### src/rtl/core/tess_pkg.sv
// Shared types, constants and the divisor ROM of the tone sequencer.
// No dependencies.
`timescale 1ns / 1ps

package tess_pkg;

	localparam int EFFECT_DEPTH = 512;
	localparam int SONG_LINES   = 1024;
	localparam int NOTE_COUNT   = 96;

	localparam int EPOS_W = $clog2(EFFECT_DEPTH);
	localparam int LINE_W = $clog2(SONG_LINES);
	localparam int NOTE_W = $clog2(NOTE_COUNT);

	localparam logic [2:0] OP_TICK     = 3'd0;
	localparam logic [2:0] OP_START_FX = 3'd1;
	localparam logic [2:0] OP_WR_FX    = 3'd2;
	localparam logic [2:0] OP_WR_SONG  = 3'd3;
	localparam logic [2:0] OP_PLAY     = 3'd4;
	localparam logic [2:0] OP_STOP     = 3'd5;
	localparam logic [2:0] OP_RESUME   = 3'd6;

	localparam logic [7:0] END_EFFECT = 8'd99;
	localparam logic [7:0] END_SONG   = 8'd70;
	localparam logic [7:0] SHARP      = 8'd35;
	localparam logic [7:0] DIGIT_ZERO = 8'd48;

	localparam logic [15:0] DIV_ROM [NOTE_COUNT] = '{
		16'd65535, 16'd65535, 16'd65535, 16'd62799, 16'd56818, 16'd54235,
		16'd51877, 16'd49716, 16'd45892, 16'd44192, 16'd41144, 16'd38490,
		16'd36157, 16'd34091, 16'd32248, 16'd30594, 16'd29102, 16'd27118,
		16'd25939, 16'd24351, 16'd22946, 16'd21694, 16'd20572, 16'd19245,
		16'd18357, 16'd17292, 16'd16345, 16'd15297, 16'd14551, 16'd13715,
		16'd12969, 16'd12175, 16'd11473, 16'd10847, 16'd10286, 16'd9701,
		16'd9108,  16'd8584,  16'd8117,  16'd7698,  16'd7231,  16'd6818,
		16'd6450,  16'd6088,  16'd5736,  16'd5424,  16'd5121,  16'd4870,
		16'd4554,  16'd4308,  16'd4058,  16'd3837,  16'd3616,  16'd3419,
		16'd3225,  16'd3044,  16'd2875,  16'd2712,  16'd2560,  16'd2415,
		16'd2281,  16'd2154,  16'd2033,  16'd1918,  16'd1811,  16'd1709,
		16'd1612,  16'd1522,  16'd1436,  16'd1356,  16'd1280,  16'd1208,
		16'd1141,  16'd1076,  16'd1015,  16'd959,   16'd898,   16'd854,
		16'd806,   16'd761,   16'd718,   16'd678,   16'd640,   16'd604,
		16'd570,   16'd538,   16'd508,   16'd479,   16'd452,   16'd427,
		16'd403,   16'd380,   16'd359,   16'd339,   16'd320,   16'd302
	};

	typedef struct packed {
		logic [2:0]  opcode;
		logic [11:0] address;
		logic [7:0]  data;
	} item_t;

	typedef struct packed {
		logic        speaker_on;
		logic [15:0] tone_divisor;
		logic        effect_busy;
		logic        song_stopped;
	} result_t;

	// memory access issued when a beat is taken
	typedef struct packed {
		logic              en;
		logic              fx_we;
		logic              song_we;
		logic [11:0]       address;
		logic [7:0]        data;
		logic [EPOS_W-1:0] fx_pos;
		logic [LINE_W-1:0] line;
	} acc_t;

	typedef struct packed {
		logic [7:0] fx_note;
		logic [7:0] fx_len;
		logic [7:0] song_len;
		logic [7:0] song_letter;
		logic [7:0] song_sustain;
		logic [7:0] song_octave;
	} rd_t;

	function automatic logic [3:0] letter_code(input logic [7:0] letter, input logic sharp);
		logic [3:0] code;
		code = 4'd0;
		unique case (letter)
			"C": code = sharp ? 4'd2 : 4'd1;
			"D": code = sharp ? 4'd4 : 4'd3;
			"E": code = 4'd5;
			"F": code = sharp ? 4'd7 : 4'd6;
			"G": code = sharp ? 4'd9 : 4'd8;
			"A": code = sharp ? 4'd11 : 4'd10;
			"B": code = 4'd12;
			default: code = 4'd0;
		endcase
		return code;
	endfunction

endpackage

### src/rtl/core/tess_voice.sv
// Voice state registers and the update of the item in the second stage.
// Depends on tess_pkg.
`timescale 1ns / 1ps

module tess_voice (
	input  logic                          clk,
	input  logic                          arst_n,
	input  logic                          s1_valid,
	input  logic                          adv,
	input  tess_pkg::item_t               item_s1,
	input  logic                          song_loop,
	input  tess_pkg::rd_t                 rd,
	output logic [tess_pkg::EPOS_W-1:0]   fx_pos,
	output logic [tess_pkg::LINE_W-1:0]   line,
	output tess_pkg::result_t             res
);

	typedef struct packed {
		logic                        effect_on;
		logic                        note_sounding;
		logic [tess_pkg::EPOS_W-1:0] effect_pos;
		logic [8:0]                  note_ticks;
		logic [7:0]                  note_length;
		logic                        song_on;
		logic                        song_ready;
		logic [tess_pkg::LINE_W-1:0] song_line;
		logic [7:0]                  song_ticks;
		logic                        speaker_gate;
		logic [15:0]                 divisor;
	} vstate_t;

	vstate_t    st_q;
	vstate_t    nx;
	logic [7:0] song_len;
	logic [7:0] song_oct;
	logic [3:0] code;
	logic [11:0] sidx;

	assign song_len = rd.song_len - tess_pkg::DIGIT_ZERO;
	assign song_oct = rd.song_octave - tess_pkg::DIGIT_ZERO;
	assign code     = tess_pkg::letter_code(rd.song_letter, rd.song_sustain == tess_pkg::SHARP);
	// (code - 1) + octave * 12
	assign sidx     = {8'd0, code} - 12'd1 + {1'b0, song_oct, 3'b000} + {2'b00, song_oct, 2'b00};

	always_comb begin
		nx = st_q;
		if (s1_valid) begin
			unique case (item_s1.opcode)
				tess_pkg::OP_TICK: begin
					if (nx.effect_on && !nx.note_sounding) begin
						nx.note_length = rd.fx_len;
						if (rd.fx_note == tess_pkg::END_EFFECT) begin
							nx.effect_on    = 1'b0;
							nx.speaker_gate = 1'b0;
						end else begin
							if (rd.fx_note != 8'd0 && rd.fx_note < 8'(tess_pkg::NOTE_COUNT)) begin
								nx.divisor      = tess_pkg::DIV_ROM[rd.fx_note[tess_pkg::NOTE_W-1:0]];
								nx.speaker_gate = 1'b1;
							end else begin
								nx.speaker_gate = 1'b0;
							end
							nx.note_sounding = 1'b1;
						end
					end
					if (nx.effect_on && nx.note_sounding) begin
						nx.note_ticks = nx.note_ticks + 9'd1;
						if (nx.note_ticks > {1'b0, nx.note_length}) begin
							nx.effect_pos    = nx.effect_pos + tess_pkg::EPOS_W'(2);
							nx.note_ticks    = 9'd0;
							nx.note_sounding = 1'b0;
							nx.speaker_gate  = 1'b0;
						end
					end
					if (nx.song_on) begin
						if (nx.song_ticks < song_len) begin
							nx.song_ticks = nx.song_ticks + 8'd1;
						end else begin
							nx.song_ticks = 8'd0;
							nx.song_line  = nx.song_line + tess_pkg::LINE_W'(1);
						end
						if (rd.song_sustain != tess_pkg::END_SONG) begin
							if (!nx.note_sounding) begin
								if (code == 4'd0) begin
									nx.speaker_gate = 1'b0;
								end else if (sidx < 12'(tess_pkg::NOTE_COUNT)) begin
									nx.divisor      = tess_pkg::DIV_ROM[sidx[tess_pkg::NOTE_W-1:0]];
									nx.speaker_gate = 1'b1;
								end else begin
									nx.speaker_gate = 1'b0;
								end
							end
						end else if (song_loop) begin
							nx.song_ticks = 8'd0;
							nx.song_line  = '0;
						end else begin
							nx.song_on      = 1'b0;
							nx.speaker_gate = 1'b0;
						end
					end
				end
				tess_pkg::OP_START_FX: begin
					nx.effect_pos    = tess_pkg::EPOS_W'(item_s1.address);
					nx.note_ticks    = 9'd0;
					nx.note_sounding = 1'b0;
					nx.effect_on     = 1'b1;
				end
				tess_pkg::OP_WR_SONG: begin
					nx.song_ready = 1'b1;
				end
				tess_pkg::OP_PLAY: begin
					if (nx.song_ready) begin
						nx.song_on   = 1'b1;
						nx.song_line = '0;
					end
				end
				tess_pkg::OP_STOP: begin
					nx.song_on      = 1'b0;
					nx.speaker_gate = 1'b0;
				end
				tess_pkg::OP_RESUME: begin
					if (nx.song_ready) begin
						nx.song_on = 1'b1;
					end
				end
				default: begin
				end
			endcase
		end
	end

	always_ff @(posedge clk or negedge arst_n) begin
		if (!arst_n) begin
			st_q <= '0;
		end else if (adv) begin
			st_q <= nx;
		end
	end

	// read addresses follow the state as it will be after this edge
	assign fx_pos = nx.effect_pos;
	assign line   = nx.song_line;

	assign res.speaker_on   = nx.speaker_gate;
	assign res.tone_divisor = nx.divisor;
	assign res.effect_busy  = nx.effect_on;
	assign res.song_stopped = !nx.song_on;

endmodule

### config.mk
export PLATFORM = sky130hd
export DESIGN_NAME = tess_voice
export DESIGN_NICKNAME = d
export VERILOG_FILES = /design/src/rtl/core/tess_pkg.sv /design/src/rtl/core/tess_voice.sv
export SDC_FILE = /design/constraint.sdc
export NUM_CORES = 1
export LEC_CHECK = 0
export ABC_AREA = 0
export BUFFER_PORTS_ARGS = -buffer_cell sky130_fd_sc_hd__buf_2
export CORE_MARGIN = 1
export CORE_UTILIZATION = 37
export DETAILED_ROUTE_END_ITERATION = 8
export GPL_ROUTABILITY_DRIVEN = 0
export PLACE_DENSITY = 0.64
export SETUP_SLACK_MARGIN = 0.3
export SYNTH_ARGS = -nofsm -noshare
export SYNTH_HDL_FRONTEND = slang
export SYNTH_SLANG_ARGS = --single-unit
### constraint.sdc
create_clock -name clk -period 9.64 [get_ports clk]
set_input_delay 2.41 -clock clk [delete_from_list [all_inputs] [get_ports clk]]
set_output_delay 2.41 -clock clk [all_outputs]
set_load 0.01 [all_outputs]
==> out/metrics.yaml <==
layout:
  regMostFlops: "st_q"
  n_antenna_cell: 0
  nFillCells: 2581
  nets: 1499
  largest_reg_flops: 65
  area_growth_pct: 11.1
  layout-drive-gt1-share: 0.170
  biggestRegsByFlops: "st_q (65)"
synth:
  synth_enable_flop_cells: 0
  syn-num-nets: 1473
  synth_largest_area_cell: "dfrtp_1"
  syn_area_per_cell_um2: 7.28
  seq_area_frac_synth: 0.169
  ys_warn_count: 0
  synth-async-reset-ratio: 1.00
  synth_seq_cells: 65
  synth_area_leaders: "dfrtp_1 (17%), ha_1 (8.6%), nand2_1 (6.1%), o21ai_0 (5.5%), nor2_1 (4.6%)"
  syn_inst: 1323
  synth_top_flop_cell: "dfrtp_1"
  synth.most_common_cell: "nand2_1"
  synth_common_cells: "nand2_1 (156), nor2_1 (118), o21ai_0 (105)"
  synth.cell_area_mm2: 0.00963
  yosysUniqueCellTypes: 89
  netlist.area_leader.share: 0.169
placement:
  place_ws_ns: 0.105
  port-buffer-count: 102
  dpl.hpwl_mm: 22.8
cts:
  cts_buffers: 9
  clk_pin_slew_ns: 0.06
  cts_tree: "done"
  cts_root_buffer: "clkbuf_16"
  h-tree-depth: 3
  clk_path_buf_depth: 2
  clock_latency_ns: 0.34
  cts.sinks: 65
routing:
  ant_nets: 0
  drc: 0
  drtIter0Drc: 1446
  first_pass_iters: 6
  vias: 10496
  wl_per_cell_um: 18.8
  routed_wl_mm: 31.6
  viasPerCell: 6.23
worst_setup_path:
  r2r_setup_slack_ns: 5.73
  crit_path_end_kind: "output port"
  required_ns: 7.23
  start_kind: "input port"
  crit_arrival_ns: 6.85
  cp_max_fo: 8
  path_class: "input port to output port"
  timing.rr.start: "st_q[64]"
  crit_start: "rd[21]"
  rr_endpoint: "st_q[15]"
  r2r_cells: 11
floorplanning:
  coreArea_mm2: 0.0253
  die_area_mm2: 0.0267
  rows: 58
  dieHeight_um: 163
  start_util: 0.380
  die_x_um: 163
  ios: 114
outcome:
  outcome: "complete, no violations"
sta:
  slew_viol_final: 0
  setup_ws_ns: 0.379
  finalSetupViolCount: 0
  rsz0062_at_grt: "true"
  hold_violations: 0
  maxSlewHeadroom: 0.257
  fin_skew_ns: 0.0114
  clock.fmax_mhz: 108
  finalCritPeriodShare: 0.961
  layout_min_cycle_time_ns: 9.26
  tns_ns: 0
  worst_pin_slew_ns: 1.11
run:
  drv_cap: 0
grt:
  grt_overflow: 0
  grt_max_degree: 66
  grt_pass1_wl_mm: 50.0
  antenna_found_initial: 0
  grt_usage: 0.234
  grt_pass1_vias: 9271
pwr:
  cellLeakagePower_uw: 0.00455
  power.density_mw_per_mm2: 125
  ir_drop_v: 0.0000981
  finalPower_uw: 1340
min_path:
  hold_path.class: "register to register"
  min_from: "st_q[43]"
  whs_path_depth: 2
  whs_endpoint: "st_q[43]"
==> power by group <==
part / switching (µW) / internal [µW]
clock: 133 / 202
sequential: 30.7 / 306
combinational: 415 / 254
==> metal layers <==
layer	routed length (µm)	track usage
met5	0	0
met2	13900	0.355
met1	13800	0.324
met3	2860	0.0485
met4	1030	0.0837
==> worst max-delay path by stage <==
stage | endpoint | slack, ns | cells after the start
after CTS | res[17] | 0.31 | 17
after global placement | res[15] | 0.10 | 17
after detailed placement | res[15] | 0.11 | 17
after global routing | res[17] | 0.27 | 15
final | res[2] | 0.38 | 16
after floorplan | res[17] | 0.30 | 19
==> cell families after synthesis <==
group,synth area share
fa+ha+maj,0.102
compound gates,0.328
mux,0.0562
flops,0.169
simple gates,0.240
buf+inv,0.0844
xor+xnor,0.0200
==> through the flow <==
| step | util | area (µm²) | instances | hold slack, ns |
|---|---|---|---|---|
| after floorplan | - | 9630 | 1323 | 0.440 |
| after global routing | 0.422 | 10700 | 1684 | 0.517 |
| after global placement | 0.402 | 10200 | 1660 | 0.454 |
| after detailed placement | 0.402 | 10200 | 1660 | 0.472 |
| final | 0.422 | 10700 | 1684 | 0.482 |
| after CTS | 0.416 | 10500 | 1679 | 0.486 |
==> layout by cell type (no fill, tap or decap), types with 10 or more instances in the layout <==
master | Yosys | layout
o21ai_1 | 9 | 10
a22o_1 | 12 | 12
a21oi_1 | 88 | 85
a31oi_1 | 19 | 19
and2_1 | 13 | 13
and3_1 | 16 | 15
or3_1 | 13 | 13
buf_2 | 7 | 101
nand2_1 | 156 | 156
nand2b_1 | 18 | 18
a21o_1 | 13 | 12
ha_1 | 66 | 64
mux2_2 | 12 | 11
o22ai_1 | 14 | 14
a211oi_1 | 27 | 26
nor2b_1 | 20 | 20
o211ai_1 | 25 | 25
dfrtp_1 | 65 | 65
nand3_1 | 37 | 36
mux2i_1 | 27 | 25
xnor2_1 | 13 | 13
nor3_1 | 43 | 43
o31ai_1 | 19 | 18
a221o_1 | 10 | 10
nand4_1 | 15 | 15
buf_4 | 37 | 40
o311ai_0 | 12 | 12
o21ai_0 | 105 | 103
a211o_1 | 11 | 11
nor2_1 | 118 | 117
inv_1 | 41 | 38
==> critical path: stages <==
cell and delay, ns:
buf_2 0.09, or4b_4 0.54, or2_4 0.25, a21o_4 0.23
fa_2 0.49, fa_2 0.43, a21o_1 0.18, a21oi_2 0.14
xnor2_1 0.08, a2111o_1 0.42, or4_4 0.60, nor2_4 0.28
buf_4 0.17, nor3_1 0.04, a221o_1 0.32, buf_2 0.16
==> what timing repair did <==
item | in CTS | in global routing
pin swaps | 1 | 11
buffers inserted | 3 | 5
endpoints found under the setup margin | 12 | 16
gates resized for setup | 3 | 30
hold buffers | 0 | 0
==> cell type report <==
class                   count  area, µm²  area share
well taps                 330        413      0.0386
repair buffers            145        860      0.0804
multi-input cells        1083       7320       0.684
clock inverters             7       77.6     0.00726
inverters                  45        171      0.0160
clock buffers               9        225      0.0211
flip-flops and latches     65       1630       0.152
No activity file was read; power rests on OpenSTA's default activity.
